**src/hw/rtl/crx_pkg.sv**
```systemverilog
// shared constants, codes and types for the checksummed frame receiver
`default_nettype none

package crx_pkg;

  // payload buffer depth default
  localparam int unsigned BufDepth = 1024;

  // request codes
  localparam logic [1:0] ReqByte = 2'd0;
  localparam logic [1:0] ReqIdle = 2'd1;
  localparam logic [1:0] ReqRead = 2'd2;

  // status codes
  localparam logic [2:0] StNone      = 3'd0;
  localparam logic [2:0] StAccept    = 3'd1;
  localparam logic [2:0] StLenDrop   = 3'd2;
  localparam logic [2:0] StSumBad    = 3'd3;
  localparam logic [2:0] StTailBad   = 3'd4;
  localparam logic [2:0] StIdleReset = 3'd5;

  // register reset values
  localparam logic [7:0]  HeaderReset = 8'hAA;
  localparam logic [7:0]  TailReset   = 8'h55;
  localparam logic [15:0] IdleReset   = 16'd1000;

  typedef struct packed {
    logic [7:0]  header_value;
    logic [7:0]  tail_value;
    logic [15:0] idle_limit;
  } cfg_t;

  typedef struct packed {
    logic [2:0]  status;
    logic [7:0]  frame_cmd;
    logic [10:0] frame_len;
    logic [7:0]  read_data;
  } res_t;

endpackage

`default_nettype wire

```
**src/hw/rtl/crx_if.sv**
```systemverilog
// valid/ready channel interfaces for the request and result streams
`default_nettype none


interface crx_out_if;
  logic        valid;
  logic        ready;
  logic [2:0]  status;
  logic [7:0]  frame_cmd;
  logic [10:0] frame_len;
  logic [7:0]  read_data;

  modport source (output valid, output status, output frame_cmd, output frame_len,
                  output read_data, input ready);
  modport sink (input valid, input status, input frame_cmd, input frame_len,
                input read_data, output ready);
endinterface

`default_nettype wire

```
**src/hw/rtl/crx_outq.sv**
```systemverilog
// two-entry result queue that decouples the output channel from the pipeline
`default_nettype none

module crx_outq (
  input  wire logic          clk_i,
  input  wire logic          rst_ni,
  input  wire logic          res_valid_i,
  input  wire crx_pkg::res_t res_i,
  output logic               in_ready_o,
  crx_out_if.source          out_o
);

  crx_pkg::res_t entry_q [2];
  logic [1:0]    count_q, count_d;
  logic          wr_ptr_q, rd_ptr_q;
  logic [1:0]    occ;
  logic          pop;
  crx_pkg::res_t head;

  assign pop  = out_o.valid && out_o.ready;
  assign occ  = count_q + {1'b0, res_valid_i};
  // the result stage always drains into the queue, so count it as taken
  assign in_ready_o = (occ < 2'd2) || ((occ == 2'd2) && pop);
  assign count_d    = count_q + {1'b0, res_valid_i} - {1'b0, pop};

  always_ff @(posedge clk_i or negedge rst_ni) begin
    if (!rst_ni) begin
      count_q  <= 2'd0;
      wr_ptr_q <= 1'b0;
      rd_ptr_q <= 1'b0;
    end else begin
      count_q <= count_d;
      if (res_valid_i) begin
        wr_ptr_q <= ~wr_ptr_q;
      end
      if (pop) begin
        rd_ptr_q <= ~rd_ptr_q;
      end
    end
  end

  always_ff @(posedge clk_i) begin
    if (res_valid_i) begin
      entry_q[wr_ptr_q] <= res_i;
    end
  end

  assign head            = entry_q[rd_ptr_q];
  assign out_o.valid     = count_q != 2'd0;
  assign out_o.status    = head.status;
  assign out_o.frame_cmd = head.frame_cmd;
  assign out_o.frame_len = head.frame_len;
  assign out_o.read_data = head.read_data;

endmodule

`default_nettype wire

```
**src/flat_wrapper.sv**
```systemverilog
// flat-port wrapper written by rule: the top's interface ports become plain ports
module crx_outq_flat 
  (clk_i, rst_ni, res_valid_i, res_i, in_ready_o, out_o_valid, out_o_status, out_o_frame_cmd, out_o_frame_len, out_o_read_data, out_o_ready);
  crx_out_if out_o_i ();
  input  wire logic clk_i;
  input  wire logic rst_ni;
  input  wire logic res_valid_i;
  input  wire crx_pkg::res_t res_i;
  output logic in_ready_o;
  output wire logic [$bits(out_o_i.valid)-1:0] out_o_valid;
  output wire logic [$bits(out_o_i.status)-1:0] out_o_status;
  output wire logic [$bits(out_o_i.frame_cmd)-1:0] out_o_frame_cmd;
  output wire logic [$bits(out_o_i.frame_len)-1:0] out_o_frame_len;
  output wire logic [$bits(out_o_i.read_data)-1:0] out_o_read_data;
  input wire logic [$bits(out_o_i.ready)-1:0] out_o_ready;
  assign out_o_valid = out_o_i.valid;
  assign out_o_status = out_o_i.status;
  assign out_o_frame_cmd = out_o_i.frame_cmd;
  assign out_o_frame_len = out_o_i.frame_len;
  assign out_o_read_data = out_o_i.read_data;
  assign out_o_i.ready = out_o_ready;
  crx_outq u_core (.clk_i(clk_i), .rst_ni(rst_ni), .res_valid_i(res_valid_i), .res_i(res_i), .in_ready_o(in_ready_o), .out_o(out_o_i));
endmodule
```
**config.mk**
```make
export PLATFORM = sky130hd
export DESIGN_NAME = crx_outq_flat
export DESIGN_NICKNAME = d
export VERILOG_FILES = /design/src/hw/rtl/crx_pkg.sv /design/src/hw/rtl/crx_if.sv /design/src/hw/rtl/crx_outq.sv /design/src/flat_wrapper.sv
export SDC_FILE = /design/constraint.sdc
export NUM_CORES = 1
export LEC_CHECK = 0
export BUFFER_PORTS_ARGS = -buffer_cell sky130_fd_sc_hd__buf_2
export CAP_MARGIN = 10
export CORE_MARGIN = 2
export CORE_UTILIZATION = 40
export DETAILED_ROUTE_END_ITERATION = 7
export GPL_TIMING_DRIVEN = 0
export HOLD_SLACK_MARGIN = 0.03
export RECOVER_POWER = 100
export SLEW_MARGIN = 20
export SYNTH_ARGS = -nofsm -noshare
export SYNTH_HDL_FRONTEND = slang
export SYNTH_SLANG_ARGS = --single-unit
export TNS_END_PERCENT = 1
```
**constraint.sdc**
```tcl
create_clock -name clk_i -period 6.9 [get_ports clk_i]
set_input_delay 1.725 -clock clk_i [delete_from_list [all_inputs] [get_ports clk_i]]
set_output_delay 1.725 -clock clk_i [all_outputs]
set_load 0.01 [all_outputs]
```
After elaboration in Yosys (flattened, before gate mapping)
Memory sizes are Yosys's and may differ from the RTL's.
Index checks and enable logic that the tools add are counted.
{ "classes": {"add_sub_neg": 2, "mul": 0, "div_mod_pow": 0, "n_lt_le_gt_ge": 1, "n_eq_ne": 1, "shifts": 0, "mux": 2, "bitwise": 2, "reduce_logical": 4} }
{ "ops": {"columns": ["op", "n"], "rows": [
  ["adder 2 x 1 -> 2 bit", 1],
  ["== test 2 bit (second input constant)", 1],
  ["logical AND 1 bit", 2],
  ["less-than comparator 2 bit (second input constant)", 1],
  ["2-to-1 mux 1 bit", 2],
  ["NOT 1 bit", 2],
  ["nonzero test 2 bit", 1],
  ["subtractor 2 x 1 -> 2 bit", 1],
  ["logical OR 1 bit", 1]
]} }
{ "word_totals": {"register_bits": 4, "latchBits": 0, "ramBits": 60, "romBits": 0, "output_inout_bits": 32, "n_memories": 1} }
{ "memory_table": {"columns": ["name", "depth", "width", "read_ports", "rd_ports_with_merged_regs", "wr", "line_no", "rtl"], "rows": [
  ["u_core.entry_q", 2, 30, 1, 0, 1, "crx_outq.sv:13", "crx_pkg::res_t entry_q [2];"]
]} }

Depth between registers and ports, before layout
Gate-level depths: netlist of run 1.
{ "depth": {"ltp_word": 4, "depth_mapped": 5} }

Worst setup path after synthesis of run 1
Ideal clock, no wire load.
{ "synth_path": {"path_kind": "input -> output", "start": "in res_valid_i", "end": "out in_ready_o", "t_arrival_ns": 2.427, "required_ns": 5.175, "path_slack_ns": 2.748, "cell_stages": 3, "path_buffers": 0, "path_cell_list": "ha_1 > nand3b_1 > a22oi_1"} }
{ "synth_via": {"elab_chain_len": 4, "word_cells_on_any_way": 5} }
{ "synth_lines": {"columns": ["item", "line_no", "rtl"], "rows": [
  ["start, declared", "flat_wrapper.sv:7", "input wire logic res_valid_i;"],
  ["adder 2 x 1 -> 2 bit *", "crx_outq.sv:21", "assign occ = count_q + {1'b0, res_valid_i};"],
  ["== test 2 bit", "crx_outq.sv:23", "assign in_ready_o = (occ < 2'd2) || ((occ == 2'd2) && pop);"],
  ["logical AND 1 bit", "crx_outq.sv:23", null],
  ["logical OR 1 bit *", "crx_outq.sv:23", null],
  ["end, declared", "flat_wrapper.sv:9", "output logic in_ready_o;"]
]} }
Mark *: on every way between the ends. The rest lies on a longest branch, timed or not.

Worst setup path in the final report of run 1
Ends and elaborated chain as after synthesis.

==> results.tsv, run 1 <==
metric	value	unit
critPathMaxStageDelay	0.29	ns
seq_area_frac_synth	79.2	%
core_area	5850	sq um
rows	28	
grt_pass1_vias	1246	
power_leakage	0.00101	uW
final_nets	227	
routabilityCongestion	0.658	
drv_slew	31	
crit_top_cell	clkbuf_1	
power_density	389	nW/um^2
critPathBufInv	2	
p_clk_share	22.3	%
arrival	2.73	ns
avgSynthCellArea	21.1	sq um
synth_warnings	0	
cts_resized	0	
startpoint_type	input pin	
ys_top_cells_by_area	edfxtp_1, mux2_2, dfrtp_1	
fp.dieH	81.5	microns
p_seq_share	48.5	%
firstDrtPassIters	4	
fmax	225	MHz
synth_edf_count	60	
path_delay_family	buffers and inverters	
status	finished, violations left	
cts_htree_levels	3	
routedWlPerCell	14.1	microns
io_buffers	65	
grt_max_degree	31	
wl	3830	microns
grt-ovfl-total	0	
crit_type	in2out	
drtIter0Drc	47	
hold_violations	0	
antenna_found_initial	0	
synth_top_area_share	75.0	%
viasPerCell	4.64	
final_core_util	49.7	%
ctsRootBufferMaster	clkbuf_8	
period_share	64.5	%
insertedDiodeCount	0	
area_growth	21.0	%
synthCells	114	
clk_pin_slew	0.06	ns
crit_chain	clkbuf_1, ha_1, nand3b_1, a22oi_1, clkbuf_1	
worstPathRequired	5.18	ns
cp_slowest_cell	ha_1	
routed-via-count	1258	
synth_cell_type_count	15	
p_int	796	uW
wl_met2	2060	microns
ys_top_cells_by_count	edfxtp_1, mux2_2, dfrtp_1	
cp-end-kind	primary output	
wl_met1	1400	microns
finalClockSkew	0.00804	ns
vdd_ir_drop_max	0.000235	V
p_sw_share	29.6	%
synth_top_flop_cell	edfxtp_1	
cts_hold_buf	0	
synth_nets	150	
grt_util_all_layers	11.8	%
yosysTopAreaCell	edfxtp_1	
fp.dieW	81.5	microns
synth_most_common_cell	edfxtp_1	
syn-cell-area	2400	sq um
clock_path_buffers	2	
min_period	4.45	ns
setup_violations	0	
cts_tree	built	
cp_max_fo	4	
wl_met3	302	microns
worst_hold_path_type	reg2reg	
nFillCells	514	
setup_tns	0	ns
postCtsSetupBuffers	0	
drive_above_1_share	33.7	%
grt_pass1_wl	5550	microns
switching_power	335	uW
numCtsBuffers	9	
tightestPinTransition	1.97	ns
maxCapViolCount	1	
async_flop_share	6.25	%
cts_sinks	64	
die-area	6640	sq um
clock_latency	0.32	ns
initial_core_util	41.0	%
violations	max-capacitance violations, max-slew violations	
rsz0062_at_grt	no	
slew_headroom	-31.4	%
antenna_left	0	
synth_seq_cells	64	
ios	66	
power_frac_comb	29.2	%
dp_hpwl	2630	microns
drc	0	
top_layer_used	met4	
[power groups by stage]
stage / sequential (uW) / combinational (uW) / clock (uW)
2_1_floorplan: 548 / 247 / 0
3_3_place_gp: 553 / 360 / 0
3_5_place_dp: 558 / 380 / 0
4_1_cts: 550 / 383 / 260
5_1_grt: 557 / 365 / 280
6_report: 549 / 330 / 252
[sequential cells by signal, indices dropped and copies added (netlist names)]
register         count
u_core.count_q       2
u_core.entry_q      60
u_core.rd_ptr_q      1
u_core.wr_ptr_q      1
[final timing paths]
| check | cells after the start | slack, ns | end | startpoint |
|---|---|---|---|---|
| worst max register to register | 2 | 4.39 | u_core.entry_q[0][19] | u_core.wr_ptr_q |
| min in group asynchronous | 1 | 1.23 | u_core.count_q[0] | rst_ni |
| max in group asynchronous | 1 | 5.47 | u_core.rd_ptr_q | rst_ni |
| worst max-delay path | 5 | 2.45 | in_ready_o | res_valid_i |
| worst min-delay path | 1 | 0.52 | u_core.wr_ptr_q | u_core.wr_ptr_q |
| worst min register to register | 1 | 0.52 | u_core.wr_ptr_q | u_core.wr_ptr_q |
[final cells by class]
type / instances / area [sq um] / area share, %
flip-flops and latches: 64 / 1900 / 65.5
multi-input cells: 45 / 458 / 15.8
repair buffers: 66 / 277 / 9.52
clock buffers: 12 / 135 / 4.65
well taps: 75 / 93.8 / 3.23
clock inverters: 4 / 21.3 / 0.732
plain buffers: 3 / 11.3 / 0.388
inverters: 2 / 7.51 / 0.258
[routing by layer]
metal / global-route usage [%] / vias to the layer above
li1: - / 592
met1: 11.3 / 609
met2: 21.2 / 47
met3: 4.95 / 10
met4: 6.61 / 0
met5: 0 / -
[worst reg2reg max path, stage by stage (launching register included)]
cell      delay, ns
dfrtp_1        0.41
nor2b_1        0.87
clkbuf_1       0.85
[cell usage in the layout, fill, tap and decap left out, drive strengths merged]
cell	n
a22oi	1
and2	1
buf	24
clkbuf	57
clkinv	3
clkinvlp	1
dfrtp	4
edfxtp	60
ha	2
inv	2
mux2	30
nand2b	1
nand3b	1
nor2b	3
o21a	1
or2	1
xnor2	2
xor2	2
[through the flow]
stage                     power, uW  cell area (sq um)  hold slack [ns]  std cells  setup WS, ns
after floorplan                 795               2400            0.455        114          2.75
after global placement          913               2820            0.468        254          2.56
after detailed placement        938               2860            0.543        255          2.50
after CTS                      1190               3010            0.564        271          2.49
after global routing           1200               2910            0.524        271          2.37
final                          1130               2910            0.524        271          2.45
[cells by family (layout without fill, tap and decap cells)]
kind of cell	count (synthesis)	in the layout	synth area share (%)
flops	64	64	79.2
compound gates	2	2	0.626
fa+ha+maj	2	2	1.04
buf+inv	5	87	1.72
mux	30	30	14.1
xor+xnor	4	4	1.46
simple gates	7	7	1.88
No activity file was read; power rests on OpenSTA's default activity.
==> run 2: changes to the inputs <==
--- a/config.mk
+++ b/config.mk
@@ -5,6 +5,7 @@
 export SDC_FILE = /design/constraint.sdc
 export NUM_CORES = 1
 export LEC_CHECK = 0
+export ABC_AREA = 1
 export BUFFER_PORTS_ARGS = -buffer_cell sky130_fd_sc_hd__buf_2
 export CAP_MARGIN = 10
 export CORE_MARGIN = 2
@@ -12,6 +13,7 @@
 export DETAILED_ROUTE_END_ITERATION = 7
 export GPL_TIMING_DRIVEN = 0
 export HOLD_SLACK_MARGIN = 0.03
+export PLACE_DENSITY = 0.66
 export RECOVER_POWER = 100
 export SLEW_MARGIN = 20
 export SYNTH_ARGS = -nofsm -noshare
==> constraint.sdc (replaced) <==
create_clock -name clk_i -period 3.6 [get_ports clk_i]
set_input_delay 0.9 -clock clk_i [delete_from_list [all_inputs] [get_ports clk_i]]
set_output_delay 0.9 -clock clk_i [all_outputs]
set_load 0.01 [all_outputs]
==> run 2 against run 1 <==
The run now ends clean; non-clock buffer count grew 3; sequential power increased by 89%; critical path depth up 2; worst setup slack got worse by 1.4 ns; area after synthesis increased by 0.42%; clock skew fell by 0.0033 ns; cell count grew 28%; cell area increased by 2.5%; synthesized cell count up 67%; via count rose by 24%; largest cell class unchanged.
==> results.tsv, run 2 <==
metric	value	unit	change
crit_chain	clkbuf_1, ha_1, inv_1, nand2_1, nand2_1, nand2_1, clkbuf_1		
routabilityCongestion	0.726		+10%
p_sw_share	33.9	%	+4.3 points
wl	4260	microns	+11%
routed-via-count	1565		+24%
drv_slew	0		-100%
synth_cell_type_count	11		-4
tightestPinTransition	1.37	ns	-0.603 ns
ctsRootBufferMaster	clkbuf_8		
fp.dieW	81.6	microns	+0.20%
largest_register_ffs	60		unchanged
drc	0		unchanged
switching_power	787	uW	+140%
viasPerCell	4.51		-2.8%
setup_violations	0		unchanged
synth_nets	226		+51%
critPathMaxStageDelay	0.22	ns	-0.07 ns
top_layer_used	met4		
synth_top_flop_cell	edfxtp_1		
firstDrtPassIters	4		unchanged
power_frac_comb	31.3	%	+2.1 points
maxCapViolCount	0		-1
avgSynthCellArea	12.7	sq um	-40%
seq_area_frac_synth	78.9	%	-0.33 points
final_common_cell	nand2_1		
rows	28		unchanged
async_flop_share	6.25	%	unchanged
power_density	781	nW/um^2	+100%
synth_warnings	0		unchanged
cts_sinks	64		unchanged
power	2320	uW	+110%
synth_most_common_cell	nand2_1		
p_int	1540	uW	+93%
min_period	2.58	ns	
numCtsBuffers	9		unchanged
routedWlPerCell	12.3	microns	-13%
synthCells	190		+67%
synth_edf_count	60		unchanged
insertedDiodeCount	0		unchanged
grt_pass1_vias	1460		+17%
cp_slowest_cell	ha_1		
mostFrequentLayoutCells	nand2_1, edfxtp_1, clkbuf_1		
dp_hpwl	2850	microns	+8.3%
wl_met2	2080	microns	+0.92%
cts_tree	built		
ys_top_cells_by_area	edfxtp_1, nand2_1, dfrtp_1		
status	finished, final reports clean		
core_area	5890	sq um	+0.60%
antenna_found_initial	0		unchanged
fp.dieH	81.6	microns	+0.20%
cp-end-kind	primary output		
grt-ovfl-total	0		unchanged
hold_violations	0		unchanged
finalClockSkew	0.00472	ns	-0.00333 ns
grt_max_degree	31		unchanged
area_growth	23.5	%	
startpoint_type	input pin		
ys_top_cells_by_count	nand2_1, edfxtp_1, inv_1		
yosysTopAreaCell	edfxtp_1		
nFillCells	573		+11%
arrival	1.68	ns	-1.05 ns
largest_register	u_core.entry_q		
fmax	387	MHz	
io_buffers	65		unchanged
largestRegisters	u_core.entry_q: 60 flops, u_core.count_q: 2 flops		
slew_headroom	8.56	%	+40 points
crit_type	in2out		
cts_htree_levels	3		unchanged
power_leakage	0.00124	uW	+23%
antenna_left	0		unchanged
clock_latency	0.32	ns	about the same
synth_seq_cells	64		unchanged
rsz0062_at_grt	no		
final_core_util	50.6	%	+0.92 points
worstPathRequired	2.70	ns	-2.48 ns
synth_top_area_share	74.7	%	-0.31 points
initial_core_util	41.0	%	-0.074 points
wl_met3	280	microns	-7.3%
grt_util_all_layers	13.6	%	+1.8 points
worst_hold_path_type	in2async		
crit_top_cell	nand2_1		
place_inst	331		+30%
final_nets	303		+33%
dp_slack	1.07	ns	-1.43 ns
clk_pin_slew	0.06	ns	about the same
setup_slack	1.02	ns	-1.43 ns
drive_above_1_share	13.2	%	-20 points
syn-cell-area	2410	sq um	+0.42%
drtIter0Drc	65		+38%
cts_hold_buf	0		unchanged
ff2ff_path_depth	2		unchanged
die-area	6660	sq um	+0.39%
vdd_ir_drop_max	0.000304	V	+30%
p_clk_share	23.8	%	+1.5 points
finalNonFillerCells	347		+28%
ios	66		unchanged
cts_resized	0		unchanged
clock_path_buffers	2		unchanged
period_share	71.8	%	
postCtsSetupBuffers	0		unchanged
wl_met1	1790	microns	+27%
p_seq_share	44.9	%	-3.6 points
cp_max_fo	4		unchanged
setup_tns	0	ns	unchanged
grt_pass1_wl	6420	microns	+16%
==> run 2: worst max-delay path, delay by kind of cell <==
kind                     cells  cell delay, ns
AND/OR/NAND/NOR              3            0.18
buffers and inverters        3            0.38
adder cells (fa/ha/maj)      1            0.22
==> run 2: final timing paths <==
kind | from | to | slack, ns
worst max-delay path | res_valid_i | in_ready_o | 1.02
worst min register to register | u_core.wr_ptr_q | u_core.wr_ptr_q | 0.50
worst max register to register | u_core.wr_ptr_q | u_core.entry_q[0][26] | 1.61
min in group clk_i | u_core.wr_ptr_q | u_core.wr_ptr_q | 0.50
max in group asynchronous | rst_ni | u_core.count_q[0] | 3.04
worst min-delay path | rst_ni | u_core.count_q[1] | 0.39
==> run 2: power by group through the flow <==
stage                     clock network [uW]  logic (uW)  registers (uW)
after CTS                                576         796            1050
after floorplan                            0         464            1050
after global placement                     0         756            1060
after detailed placement                   0         794            1060
final                                    554         727            1040
after global routing                     602         841            1060
==> run 2: stage by stage <==
stage / hold slack [ns] / instance area (sq um)
floorplan: 0.463 / 2410
global placement: 0.477 / 2830
detailed placement: 0.538 / 2870
CTS: 0.343 / 3040
global route: 0.387 / 2980
finish: 0.386 / 2980
==> run 2: cell type report <==
type                            count  area, sq um  area share (%)
Multi-Input combinational cell    110          442            14.8
Clock buffer                       11          131            4.41
Tap cell                           75         93.8            3.15
Clock inverter                      5         47.5            1.60
Sequential cell                    64         1900            63.9
Buffer                              6         26.3           0.883
Timing Repair Buffer               66          297            9.96
Inverter                           10         37.5            1.26
==> run 2: logic make-up (layout without fill, tap and decap cells) <==
family	Yosys count	count (layout)	share of synthesized area, %
AOI/OAI and AO/OA	1	1	0.207
xor gates and xnor gates	1	1	0.363
adders and majority gates	2	2	1.04
buffers and inverters	16	98	2.80
DFF	64	64	78.9
and+or+nand+nor	106	106	16.7
==> run 2: per-layer routing <==
metal | vias to the layer above | GRT usage [%]
met5 | - | 0
met3 | 11 | 3.52
met2 | 52 | 22.7
li1 | 784 | -
met1 | 718 | 15.4
met4 | 0 | 9.00
