--- src/hw/rtl/crx_pkg.sv ---
// shared constants, codes and types for the checksummed frame receiver
`default_nettype none

package crx_pkg;

  // payload buffer depth default
  localparam int unsigned BufDepth = 1024;

  // request codes
  localparam logic [1:0] ReqByte = 2'd0;
  localparam logic [1:0] ReqIdle = 2'd1;
  localparam logic [1:0] ReqRead = 2'd2;

  // status codes
  localparam logic [2:0] StNone      = 3'd0;
  localparam logic [2:0] StAccept    = 3'd1;
  localparam logic [2:0] StLenDrop   = 3'd2;
  localparam logic [2:0] StSumBad    = 3'd3;
  localparam logic [2:0] StTailBad   = 3'd4;
  localparam logic [2:0] StIdleReset = 3'd5;

  // register reset values
  localparam logic [7:0]  HeaderReset = 8'hAA;
  localparam logic [7:0]  TailReset   = 8'h55;
  localparam logic [15:0] IdleReset   = 16'd1000;

  typedef struct packed {
    logic [7:0]  header_value;
    logic [7:0]  tail_value;
    logic [15:0] idle_limit;
  } cfg_t;

  typedef struct packed {
    logic [2:0]  status;
    logic [7:0]  frame_cmd;
    logic [10:0] frame_len;
    logic [7:0]  read_data;
  } res_t;

endpackage

`default_nettype wire

--- src/hw/rtl/crx_cfg.sv ---
// apb configuration registers: header byte, tail byte, idle limit
`default_nettype none

module crx_cfg (
  input  wire logic         clk_i,
  input  wire logic         rst_ni,
  input  wire logic         psel,
  input  wire logic         penable,
  input  wire logic         pwrite,
  input  wire logic [3:0]   paddr,
  input  wire logic [31:0]  pwdata,
  output logic [31:0]       prdata,
  output logic              pready,
  output crx_pkg::cfg_t     cfg_o
);

  localparam logic [1:0] RegHeader = 2'd0;
  localparam logic [1:0] RegTail   = 2'd1;
  localparam logic [1:0] RegIdle   = 2'd2;

  crx_pkg::cfg_t cfg_q, cfg_d;
  logic          wr_en;

  assign pready = 1'b1;
  assign wr_en  = psel && penable && pwrite;

  always_comb begin
    cfg_d = cfg_q;
    if (wr_en) begin
      case (paddr[3:2])
        RegHeader: cfg_d.header_value = pwdata[7:0];
        RegTail:   cfg_d.tail_value   = pwdata[7:0];
        RegIdle:   cfg_d.idle_limit   = pwdata[15:0];
        default:   cfg_d = cfg_q;
      endcase
    end
  end

  always_ff @(posedge clk_i or negedge rst_ni) begin
    if (!rst_ni) begin
      cfg_q.header_value <= crx_pkg::HeaderReset;
      cfg_q.tail_value   <= crx_pkg::TailReset;
      cfg_q.idle_limit   <= crx_pkg::IdleReset;
    end else begin
      cfg_q <= cfg_d;
    end
  end

  always_comb begin
    case (paddr[3:2])
      RegHeader: prdata = {24'd0, cfg_q.header_value};
      RegTail:   prdata = {24'd0, cfg_q.tail_value};
      RegIdle:   prdata = {16'd0, cfg_q.idle_limit};
      default:   prdata = 32'd0;
    endcase
  end

  assign cfg_o = cfg_q;

endmodule

`default_nettype wire

--- config.mk ---
export PLATFORM = sky130hd
export DESIGN_NAME = crx_cfg
export DESIGN_NICKNAME = d
export VERILOG_FILES = /design/src/hw/rtl/crx_pkg.sv /design/src/hw/rtl/crx_cfg.sv
export SDC_FILE = /design/constraint.sdc
export NUM_CORES = 1
export LEC_CHECK = 0
export ABC_AREA = 1
export BUFFER_PORTS_ARGS = -buffer_cell sky130_fd_sc_hd__buf_2
export CORE_ASPECT_RATIO = 0.8
export CORE_MARGIN = 2
export CORE_UTILIZATION = 35
export DETAILED_ROUTE_END_ITERATION = 7
export PLACE_DENSITY_LB_ADDON = 0.08
export SYNTH_ARGS = -nofsm -noshare
export SYNTH_HDL_FRONTEND = slang
export SYNTH_SLANG_ARGS = --single-unit
--- constraint.sdc ---
create_clock -name clk_i -period 1.9 [get_ports clk_i]
set_input_delay 0.38 -clock clk_i [delete_from_list [all_inputs] [get_ports clk_i]]
set_output_delay 0.38 -clock clk_i [all_outputs]
set_load 0.02 [all_outputs]
* Yosys cells after proc, flatten, opt, wreduce, memory -nomap -nowiden
Index checks and enable logic that the tools add are counted.
Word-level totals: ROM bits 0, RAM bits 0, bits in latches 0, register bits after elaboration 32, output and inout bits 65, memories 0, word-level logic and storage cells 12
Cells by class: multiply operators 0, mux-type cells 1, bitwise gates (word level) 0, equal/unequal tests 2, add/sub/neg operators 0, reduce and logical (&&, ||, !) cells 6, div/mod/pow operators 0, shift operators 0, magnitude comparators 0
Operators by type and width (number):
- $pmux W16 S3 | 1
- $reduce_and A2 Y1 | 3
- $eq A2 B1 Y1 const B | 1
- $eq A2 B2 Y1 const B | 1
- $logic_and A1 B1 Y1 | 2
- $logic_not A2 Y1 | 1

* Logic depth before layout (Yosys ltp)
Gate-level depths: netlist (run 1).
word-level depth 3, gate-level depth with buffers 7

* Worst setup path before layout (run 1)
No wires, ideal clock.
path kind reg-to-output, start reg cfg_q (netlist bit cfg_o[8]), end out prdata[8], data required time 1.520 ns, arrival 0.925 ns, path slack 0.595 ns, stages on the path, launching flop included 3, path through dfstp_2 > inv_1 > nor2_1
Between the ends: word-level cells in the longest chain between the ends 1
RTL lines:
- start, declared | line crx_cfg.sv:21 | crx_pkg::cfg_t cfg_q, cfg_d;
- start signal, assigned | line crx_cfg.sv:45 | cfg_q <= cfg_d;
- $pmux W16 S3 | line crx_cfg.sv:50 | case (paddr[3:2])
- end, declared | line crx_cfg.sv:12 | output logic [31:0] prdata,
No other way between the ends.

* Worst setup path after layout (run 1)
start reg cfg_q (netlist bit cfg_o[16]), end out prdata[0]
Same word-level chain as after synthesis.

==> results of run 1 <==
-- area by class of cell --
type	instances	area share, %
clock inverters	2	0.476
flip-flops and latches	32	38.9
well taps	60	3.57
repair buffers	73	17.7
inverters	13	2.68
multi-input cells	166	32.7
clock buffers	6	3.93
-- final timing paths --
check	startpoint	to	slack (ns)	cells past startpoint
setup / recovery	cfg_o[16]$_DFFE_PN1P_	prdata[0]	0.37	3
min in group clk_i	pwdata[8]	cfg_o[8]$_DFFE_PN1P_	0.30	3
max in group asynchronous	rst_ni	cfg_o[10]$_DFFE_PN0P_	1.28	1
hold / removal	rst_ni	cfg_o[24]$_DFFE_PN0P_	0.15	1
setup reg to reg	cfg_o[27]$_DFFE_PN1P_	cfg_o[27]$_DFFE_PN1P_	1.17	2
hold reg to reg	cfg_o[3]$_DFFE_PN1P_	cfg_o[3]$_DFFE_PN1P_	0.47	2
-- critical path, stage by stage (launching register included) --
cell and delay [ns]:
sky130_fd_sc_hd__dfstp_2 0.55, sky130_fd_sc_hd__nand2_1 0.05, sky130_fd_sc_hd__nand3_1 0.10, sky130_fd_sc_hd__buf_2 0.17
-- metal layers --
layer	wire [um]	part of all wire, %
met5	0	0
met4	25	0.61
met3	305	7.4
met2	1780	43
met1	2000	49
-- placed cells by master, fill, tap and decap left out, drive strengths merged --
| cell | Yosys | routed |
|---|---|---|
| nor2 | 13 | 13 |
| clkbuf | 0 | 6 |
| dfstp | 14 | 14 |
| nand2 | 127 | 127 |
| clkinv | 0 | 2 |
| dfrtp | 18 | 18 |
| buf | 19 | 73 |
| nand3 | 9 | 9 |
| conb | 2 | 17 |
| inv | 13 | 13 |
-- logic make-up after synthesis --
family,after synthesis,synth area share [%]
simple gates,149,37.6
flops,32,49.3
other cells,2,0.452
buf+inv,32,12.7
-- power groups by stage --
stage	Combinational (mW)	Sequential, mW	Clock (mW)
after floorplan	0.287	1.15	0
after global placement	0.696	0.979	0
after detailed placement	0.701	0.980	0
after CTS	0.702	0.970	0.554
after global routing	0.763	0.992	0.595
final	0.691	0.970	0.535
-- metrics by stage --
step	worst slack [ns]	utilization, %	hold WS, ns	cell area (um^2)	cells
final	0.373	46.0	0.146	2100	352
after detailed placement	0.386	44.0	0.459	2010	344
after floorplan	0.595	-	0.0844	1720	230
after global routing	0.307	46.0	0.190	2100	352
after global placement	0.376	44.0	0.458	2010	344
after CTS	0.373	46.0	0.170	2100	352
==> flow_metrics.py, run 1 <==
metrics = {
    "run_status": {
        "run_status": "finished, final reports clean",
    },
    "sta": {
        "final-hold-violation-count": 0,
        "post-route-min-period_ns": 1.53,
        "worst_case_clock_skew_ns": 0,
        "finalSetupViolCount": 0,
        "fmax_mhz": 655,
        "setup_tns_after_final_layout_ns": 0,
        "slew-limit-headroom_pct": 52.2,
        "final_max_slew_violation_count": 0,
        "tightest_slew_ns": 0.718,
        "min_period_over_period_pct": 80.4,
        "rsz0062_at_grt": "no",
    },
    "power_and_ir_drop": {
        "switchingPower_mw": 0.820,
        "p_sw_share_pct": 37.4,
        "p_total_mw": 2.20,
        "relative_contribution_of_the_clock_network_to_total_power_pct": 24.4,
        "ir_worst_vdd_mv": 0.546,
        "power.density_cell_area_nw_per_um2": 1040,
        "internal_power_mw": 1.37,
        "power.static_leakage_nw": 1.27,
        "relative_contribution_of_sequential_cells_to_total_power_pct": 44.2,
        "p_comb_share_pct": 31.5,
    },
    "global_routing": {
        "grt_start_max_net_pins": 33,
        "antenna_found_initial": 0,
        "grt_util_met3_pct": 4.67,
        "top_usage_layer": "met2",
        "grt_util_met1_pct": 23.8,
        "number_of_global_route_vias_before_repair": 1254,
        "grt_pass1_wl_mm": 6.51,
        "grt.total_usage_pct": 16.7,
        "globalRouteOverflowTotal": 0,
        "global_route.usage.met2_pct": 24.1,
    },
    "layout": {
        "layout.area.seq_um2": 818,
        "count_of_antenna_diodes_in_the_layout": 0,
        "syn_to_final_growth_pct": 26.7,
        "largest_register_ffs": 32,
        "drive_gt1_share_pct": 36.0,
        "multi_input_comb_area_um2": 688,
        "n_fill_cell": 504,
        "finalNetCount": 332,
    },
    "floorplan": {
        "pin_count": 106,
        "num_rows": 22,
        "floorplan.core_area_um2": 4570,
        "initial_core_util_pct": 36.3,
        "chipWidth_um": 81.0,
        "dieArea_um2": 5310,
        "die_height_um": 65.6,
    },
    "hold_path": {
        "hold_crit_path_type": "input pin to asynchronous set/reset pin",
    },
    "synth": {
        "avgSynthCellArea_um2": 7.72,
        "synth.yosys.warnings": 0,
        "synth_cells": 215,
        "synth-seq-cells": 32,
        "ys_async_sr_fraction_pct": 100,
        "synth_cell_type_count": 17,
        "yosys-top-cells-area": "sky130_fd_sc_hd__nand2_1 (28%), sky130_fd_sc_hd__dfrtp_1 (27%), sky130_fd_sc_hd__dfstp_2 (22%)",
        "synth_ff_type": "sky130_fd_sc_hd__dfrtp_1",
        "yosys.area.top_type": "sky130_fd_sc_hd__nand2_1",
        "cell_area_after_technology_mapping_um2": 1660,
        "yosysTopAreaCellShare_pct": 28.3,
        "yosys-top-cells-count": "sky130_fd_sc_hd__nand2_1 (125), sky130_fd_sc_hd__dfrtp_1 (18), sky130_fd_sc_hd__buf_4 (17), sky130_fd_sc_hd__dfstp_2 (14), sky130_fd_sc_hd__nor2_1 (10)",
        "post-synth-top-count-cell": "sky130_fd_sc_hd__nand2_1",
        "yosysSeqAreaShare_pct": 49.3,
        "synth_edf_count": 0,
    },
    "drt": {
        "final_routed_wirelength_mm": 4.11,
        "avgRoutedWirePerCell_um": 11.7,
        "avgViaCountPerCell": 4.18,
        "vias": 1471,
        "post-route-drc-count": 0,
        "route.antenna.remaining_nets": 0,
        "firstDrtPassIters": 4,
        "detailedRoute.firstIterationViolations": 59,
    },
    "placed_design": {
        "io_buffer_count": 70,
        "place_congestion": 0.715,
        "detailedPlacementHpwl_mm": 2.85,
    },
    "clock_tree": {
        "cts_stage_hold_buffer_count": 0,
        "worst_setup_hold_path_clk_slew_ns": 0.07,
        "cts-buffers-inserted": 5,
        "clock-root-buffer": "sky130_fd_sc_hd__clkbuf_8",
        "cts_tree": "done",
        "clock-sinks": 32,
        "postCtsSetupRepairBufs": 0,
        "clk_path_buf_depth": 2,
        "post_cts.resized_instances": 0,
        "clk_latency_ns": 0.28,
        "htreeDepth": 2,
    },
    "setup_path": {
        "end_kind": "output pin",
        "setup.worst_path.class": "flip-flop to output pin",
        "worst_ep_required_time_ns": 1.52,
        "crit_arrival_ns": 1.15,
        "setup.worst_path.start_class": "flip-flop",
        "path_max_fanout": 3,
    },
    "run": {
        "max_cap_violations": 0,
    },
}
(Power assumes the default switching activity.)
==> run 2, diff against run 1 <==
--- a/config.mk
+++ b/config.mk
@@ -5,7 +5,7 @@
 export SDC_FILE = /design/constraint.sdc
 export NUM_CORES = 1
 export LEC_CHECK = 0
-export ABC_AREA = 1
+export ABC_AREA = 0
 export BUFFER_PORTS_ARGS = -buffer_cell sky130_fd_sc_hd__buf_2
 export CORE_ASPECT_RATIO = 0.8
 export CORE_MARGIN = 2
==> constraint.sdc (replaced) <==
create_clock -name clk_i -period 1.2 [get_ports clk_i]
set_input_delay 0.24 -clock clk_i [delete_from_list [all_inputs] [get_ports clk_i]]
set_output_delay 0.24 -clock clk_i [all_outputs]
set_load 0.02 [all_outputs]
==> flow_metrics.py, run 2 <==
metrics = {
    "drt": {
        "avgRoutedWirePerCell_um": 14.6,
        "firstDrtPassIters": 4,
        "final_routed_wirelength_mm": 4.14,
        "vias": 1272,
        "post-route-drc-count": 0,
        "avgViaCountPerCell": 4.48,
        "detailedRoute.firstIterationViolations": 30,
        "route.antenna.remaining_nets": 0,
    },
    "synth": {
        "yosys-top-cells-area": "sky130_fd_sc_hd__dfrtp_1 (28%), sky130_fd_sc_hd__dfstp_2 (23%), sky130_fd_sc_hd__mux2_2 (23%)",
        "post-synth-top-count-cell": "sky130_fd_sc_hd__mux2_2",
        "synth_edf_count": 0,
        "ys_async_sr_fraction_pct": 100,
        "synth-seq-cells": 32,
        "yosysSeqAreaShare_pct": 51.2,
        "yosys-top-cells-count": "sky130_fd_sc_hd__mux2_2 (32), sky130_fd_sc_hd__dfrtp_1 (18), sky130_fd_sc_hd__buf_4 (17), sky130_fd_sc_hd__dfstp_2 (14)",
        "yosysTopAreaCellShare_pct": 28.2,
        "synth_cell_type_count": 16,
        "cell_area_after_technology_mapping_um2": 1600,
        "avgSynthCellArea_um2": 12.8,
        "synth.yosys.warnings": 0,
        "yosys.area.top_type": "sky130_fd_sc_hd__dfrtp_1",
        "synth_cells": 125,
        "synth_ff_type": "sky130_fd_sc_hd__dfrtp_1",
    },
    "power_and_ir_drop": {
        "switchingPower_mw": 1.44,
        "p_comb_share_pct": 41.7,
        "p_sw_share_pct": 33.5,
        "relative_contribution_of_sequential_cells_to_total_power_pct": 37.5,
        "internal_power_mw": 2.86,
        "power.density_cell_area_nw_per_um2": 1640,
        "ir_worst_vdd_mv": 1.02,
        "p_total_mw": 4.30,
        "relative_contribution_of_the_clock_network_to_total_power_pct": 20.8,
        "power.static_leakage_nw": 1.28,
    },
    "sta": {
        "worst_case_clock_skew_ns": 0,
        "rsz0062_at_grt": "yes",
        "final.setup.worst_slack_ns": -0.204,
        "min_period_over_period_pct": 117,
        "finalSetupViolCount": 22,
        "final_max_slew_violation_count": 0,
        "post-route-min-period_ns": 1.40,
        "final-hold-violation-count": 0,
        "fmax_mhz": 712,
    },
    "layout": {
        "most-common-layout-cells": "sky130_fd_sc_hd__buf_2 (39), sky130_fd_sc_hd__buf_6 (35), sky130_fd_sc_hd__mux2_2 (27), sky130_fd_sc_hd__buf_4 (21), sky130_fd_sc_hd__dfrtp_1 (18)",
        "largest_register_ffs": 32,
        "finalNetCount": 267,
        "count_of_antenna_diodes_in_the_layout": 0,
        "layout_commonest_cell": "sky130_fd_sc_hd__buf_2",
        "syn_to_final_growth_pct": 63.5,
        "drive_gt1_share_pct": 76.7,
    },
    "setup_path": {
        "cp.buffers_inverters": 1,
        "ff2ff_setup_slack_ns": 0.16,
        "worst_ep_required_time_ns": 0.96,
        "crit_arrival_ns": 1.16,
        "path_max_fanout": 2,
        "timing.critical_path.depth": 3,
        "worst_r2r_path_depth": 4,
        "critical_path.slowest_cell": "sky130_fd_sc_hd__dfstp_2",
        "timing.critical_path.from": "cfg_o[25]$_DFFE_PN1P_",
        "critical-path-max-stage-delay_ns": 0.54,
        "setup.worst_path.start_class": "flip-flop",
        "end_kind": "output pin",
        "rr_endpoint": "cfg_o[27]$_DFFE_PN1P_",
        "worstPathCellList": "mux2i_2 > o21ai_2 > buf_6",
        "timing.critical_path.max_delay_family": "flip-flops",
        "setup.worst_path.class": "flip-flop to output pin",
        "reg2reg_from": "cfg_o[27]$_DFFE_PN1P_",
        "critical_path.endpoint": "prdata[1]",
    },
    "placed_design": {
        "place_congestion": 0.667,
        "pre_cts_slack_ns": -0.210,
        "detailedPlacementHpwl_mm": 3.00,
        "io_buffer_count": 70,
    },
    "clock_tree": {
        "clock-sinks": 32,
        "cts_tree": "done",
        "clk_latency_ns": 0.27,
        "worst_setup_hold_path_clk_slew_ns": 0.07,
        "clk_path_buf_depth": 2,
        "cts-buffers-inserted": 5,
        "clock-root-buffer": "sky130_fd_sc_hd__clkbuf_8",
        "htreeDepth": 2,
    },
    "global_routing": {
        "grt_start_max_net_pins": 33,
        "grt_pass1_wl_mm": 6.60,
        "grt.total_usage_pct": 17.1,
        "antenna_found_initial": 0,
        "globalRouteOverflowTotal": 0,
        "number_of_global_route_vias_before_repair": 1326,
    },
    "floorplan": {
        "floorplan.core_area_um2": 4280,
        "dieArea_um2": 5130,
        "num_rows": 21,
        "initial_core_util_pct": 37.3,
        "chipWidth_um": 79.6,
        "pin_count": 106,
        "die_height_um": 64.5,
    },
    "hold_path": {
        "hold_crit_path_type": "input pin to flip-flop",
    },
    "run": {
        "max_cap_violations": 0,
    },
    "run_status": {
        "run_status": "complete, but fails checks",
        "failing_checks": "setup timing",
    },
}
-- run 2: timing repair --
action / CTS / global route
setup endpoints to repair: 30 / 30
buffers inserted: 8 / 5
endpoints found under the hold margin: 18 / 0
pin swaps: 8 / 2
hold buffers: 1 / 0
gates resized for setup: 69 / 10
-- run 2: power by group through the flow --
stage / combinational, mW / sequential, mW / clock, mW
floorplan: 0.601 / 1.92 / 0
global placement: 1.36 / 1.59 / 0
detailed placement: 1.39 / 1.62 / 0
CTS: 1.73 / 1.61 / 0.927
global route: 1.90 / 1.66 / 0.986
finish: 1.79 / 1.61 / 0.893
-- run 2: layer usage --
layer	part of all wire, %	vias up	track usage [%]
li1	-	592	-
met1	42	621	20.4
met2	51	52	30.0
met3	5.9	7	4.18
met4	1.5	0	6.03
met5	0	-	0
-- run 2: worst min-delay path by stage --
stage	startpoint	to	slack (ns)	cells past startpoint
after CTS	pwdata[14]	cfg_o[14]$_DFFE_PN0P_	0.18	2
after detailed placement	rst_ni	cfg_o[24]$_DFFE_PN0P_	0.21	2
after global routing	pwdata[14]	cfg_o[14]$_DFFE_PN0P_	0.18	2
final	pwdata[14]	cfg_o[14]$_DFFE_PN0P_	0.19	2
after floorplan	rst_ni	cfg_o[0]$_DFFE_PN0P_	-0.06	0
after global placement	rst_ni	cfg_o[24]$_DFFE_PN0P_	0.20	2
-- run 2: cell type report --
cell class,count,area [um^2]
fillers,353,1670
repair buffers,101,852
flip-flops and latches,32,818
multi-input cells,86,772
clock buffers,8,100
well taps,57,71.3
-- run 2: stage by stage --
step           hold slack (ns)  TNS (ns)  area (um^2)  cells  util [%]
2_1_floorplan          -0.0556    -0.972         1750    140         -
3_3_place_gp             0.204     -6.38         2180    264      51.0
3_5_place_dp             0.209     -6.93         2180    264      51.0
4_1_cts                  0.180     -2.43         2560    281      59.8
5_1_grt                  0.179     -3.31         2610    284      61.0
6_report                 0.188     -2.26         2610    284      61.0
-- run 2: cell families after synthesis --
group	share of synthesized area (%)
simple gates	7.98
buf+inv	10.3
compound gates	2.50
flops	51.2
mux	27.5
other cells	0.470
==> run 3, diff against run 2 <==
--- a/config.mk
+++ b/config.mk
@@ -10,6 +10,7 @@
 export CORE_ASPECT_RATIO = 0.8
 export CORE_MARGIN = 2
 export CORE_UTILIZATION = 35
+export CTS_BUF_LIST = sky130_fd_sc_hd__clkbuf_8
 export DETAILED_ROUTE_END_ITERATION = 7
 export PLACE_DENSITY_LB_ADDON = 0.08
 export SYNTH_ARGS = -nofsm -noshare
==> flow_metrics.py, run 3 (same netlist as run 2, synthesis figures left out) <==
metrics = {
    "power_and_ir_drop": {
        "power.density_cell_area_nw_per_um2": 1640,
        "p_sw_share_pct": 33.7,
        "power.static_leakage_nw": 1.29,
        "relative_contribution_of_sequential_cells_to_total_power_pct": 37.6,
        "p_comb_share_pct": 41.7,
        "internal_power_mw": 2.85,
        "switchingPower_mw": 1.45,
        "ir_worst_vdd_mv": 1.01,
        "relative_contribution_of_the_clock_network_to_total_power_pct": 20.7,
    },
    "global_routing": {
        "grt_start_max_net_pins": 33,
        "grt.total_usage_pct": 17.1,
        "antenna_found_initial": 0,
        "number_of_global_route_vias_before_repair": 1326,
        "globalRouteOverflowTotal": 0,
        "grt_pass1_wl_mm": 6.60,
    },
    "sta": {
        "post-route-min-period_ns": 1.41,
        "final.setup.worst_slack_ns": -0.206,
        "worst_case_clock_skew_ns": 0,
        "final-hold-violation-count": 0,
        "finalSetupViolCount": 22,
        "min_period_over_period_pct": 117,
        "final_max_slew_violation_count": 0,
        "rsz0062_at_grt": "yes",
        "fmax_mhz": 711,
    },
    "setup_path": {
        "setup.worst_path.class": "flip-flop to output pin",
        "crit_arrival_ns": 1.17,
        "end_kind": "output pin",
        "worst_r2r_path_depth": 4,
        "path_max_fanout": 2,
        "worst_ep_required_time_ns": 0.96,
        "setup.worst_path.start_class": "flip-flop",
    },
    "layout": {
        "multi_input_comb_area_um2": 772,
        "final_cell_area_um2": 2610,
        "syn_to_final_growth_pct": 63.5,
        "count_of_antenna_diodes_in_the_layout": 0,
        "drive_gt1_share_pct": 76.7,
        "most-common-layout-cells": "sky130_fd_sc_hd__buf_2 (39), sky130_fd_sc_hd__buf_6 (35), sky130_fd_sc_hd__mux2_2 (27), sky130_fd_sc_hd__buf_4 (21), sky130_fd_sc_hd__dfrtp_1 (18)",
        "layout_commonest_cell": "sky130_fd_sc_hd__buf_2",
        "finish.utilization_pct": 61.0,
        "largest_register_ffs": 32,
        "n_fill_cell": 353,
        "finalNetCount": 267,
        "layout.area.seq_um2": 818,
    },
    "floorplan": {
        "floorplan.core_area_um2": 4280,
        "dieArea_um2": 5130,
        "chipWidth_um": 79.6,
        "pin_count": 106,
        "die_height_um": 64.5,
        "initial_core_util_pct": 37.3,
        "num_rows": 21,
    },
    "drt": {
        "avgRoutedWirePerCell_um": 14.6,
        "route.antenna.remaining_nets": 0,
        "post-route-drc-count": 0,
        "avgViaCountPerCell": 4.48,
        "final_routed_wirelength_mm": 4.15,
        "vias": 1271,
        "detailedRoute.firstIterationViolations": 30,
        "firstDrtPassIters": 4,
    },
    "clock_tree": {
        "clk_path_buf_depth": 2,
        "clock-root-buffer": "sky130_fd_sc_hd__clkbuf_8",
        "clock-sinks": 32,
        "clk_latency_ns": 0.27,
        "cts_tree": "done",
        "htreeDepth": 2,
        "worst_setup_hold_path_clk_slew_ns": 0.07,
        "cts-buffers-inserted": 5,
    },
    "run_status": {
        "run_status": "complete, but fails checks",
        "failing_checks": "setup timing",
    },
    "hold_path": {
        "hold_crit_path_type": "input pin to flip-flop",
        "hold_path_depth": 2,
    },
    "placed_design": {
        "place_congestion": 0.667,
        "detailedPlacementHpwl_mm": 3.00,
        "io_buffer_count": 70,
        "placement.cell_area_um2": 2180,
    },
    "run": {
        "max_cap_violations": 0,
    },
}
## run 3: cell count changes in the layout (fill, tap and decap cells not counted)
cell                       before  now
sky130_fd_sc_hd__inv_1          0    1
sky130_fd_sc_hd__clkbuf_1       1    0
## run 3: timing repair
action                     4_1_cts  5_1_grt
pin swaps                        8        2
setup endpoints to repair       30       30
hold buffers                     1        0
setup buffers                    8        5
gates resized for setup         69       10
hold endpoints to repair        18        0
## run 3: critical path, stage by stage (launching register included)
cell and delay [ns]:
sky130_fd_sc_hd__dfstp_2 0.54, sky130_fd_sc_hd__mux2i_1 0.08, sky130_fd_sc_hd__o21ai_2 0.13, sky130_fd_sc_hd__buf_6 0.13
## run 3: per-stage QoR
step	setup TNS (ns)	total power, mW	setup slack [ns]	std cells	hold slack [ns]
5_1_grt	-3.31	4.53	-0.262	284	0.179
3_5_place_dp	-6.93	3.00	-0.210	264	0.209
2_1_floorplan	-0.972	2.52	-0.0868	140	-0.0556
4_1_cts	-2.43	4.25	-0.249	281	0.179
6_report	-2.27	4.29	-0.206	284	0.186
3_3_place_gp	-6.38	2.95	-0.207	264	0.204
## run 3: area by class of cell
class	count	share of cell area [%]
Timing Repair Buffer	101	32.6
Sequential cell	32	31.3
Multi-Input combinational cell	86	29.5
Clock buffer	7	3.69
Tap cell	57	2.73
Clock inverter	1	0.144
## run 3: routing by layer
layer | track usage [%] | wire (um) | part of all wire, % | vias up
met1 | 20.4 | 1740 | 42 | 620
met2 | 30.0 | 2100 | 51 | 52
met5 | 0 | 0 | 0 | -
met3 | 4.18 | 243 | 5.9 | 7
li1 | - | - | - | 592
met4 | 6.03 | 63 | 1.5 | 0
## run 3: path summary, 6_finish.rpt
path	to	from	slack [ns]
max	prdata[6]	cfg_o[22]$_DFFE_PN1P_	-0.21
max in group asynchronous	cfg_o[25]$_DFFE_PN1P_	rst_ni	0.50
max reg2reg	cfg_o[27]$_DFFE_PN1P_	cfg_o[27]$_DFFE_PN1P_	0.16
min reg2reg	cfg_o[2]$_DFFE_PN0P_	cfg_o[2]$_DFFE_PN0P_	0.54
min in group asynchronous	cfg_o[10]$_DFFE_PN0P_	rst_ni	0.45
min	cfg_o[14]$_DFFE_PN0P_	pwdata[14]	0.19
## run 3: power by group through the flow
stage	Combinational [mW]	Sequential (mW)	Clock, mW
global route	1.90	1.66	0.978
detailed placement	1.39	1.62	0
finish	1.79	1.61	0.888
floorplan	0.601	1.92	0
CTS	1.73	1.61	0.919
global placement	1.36	1.59	0
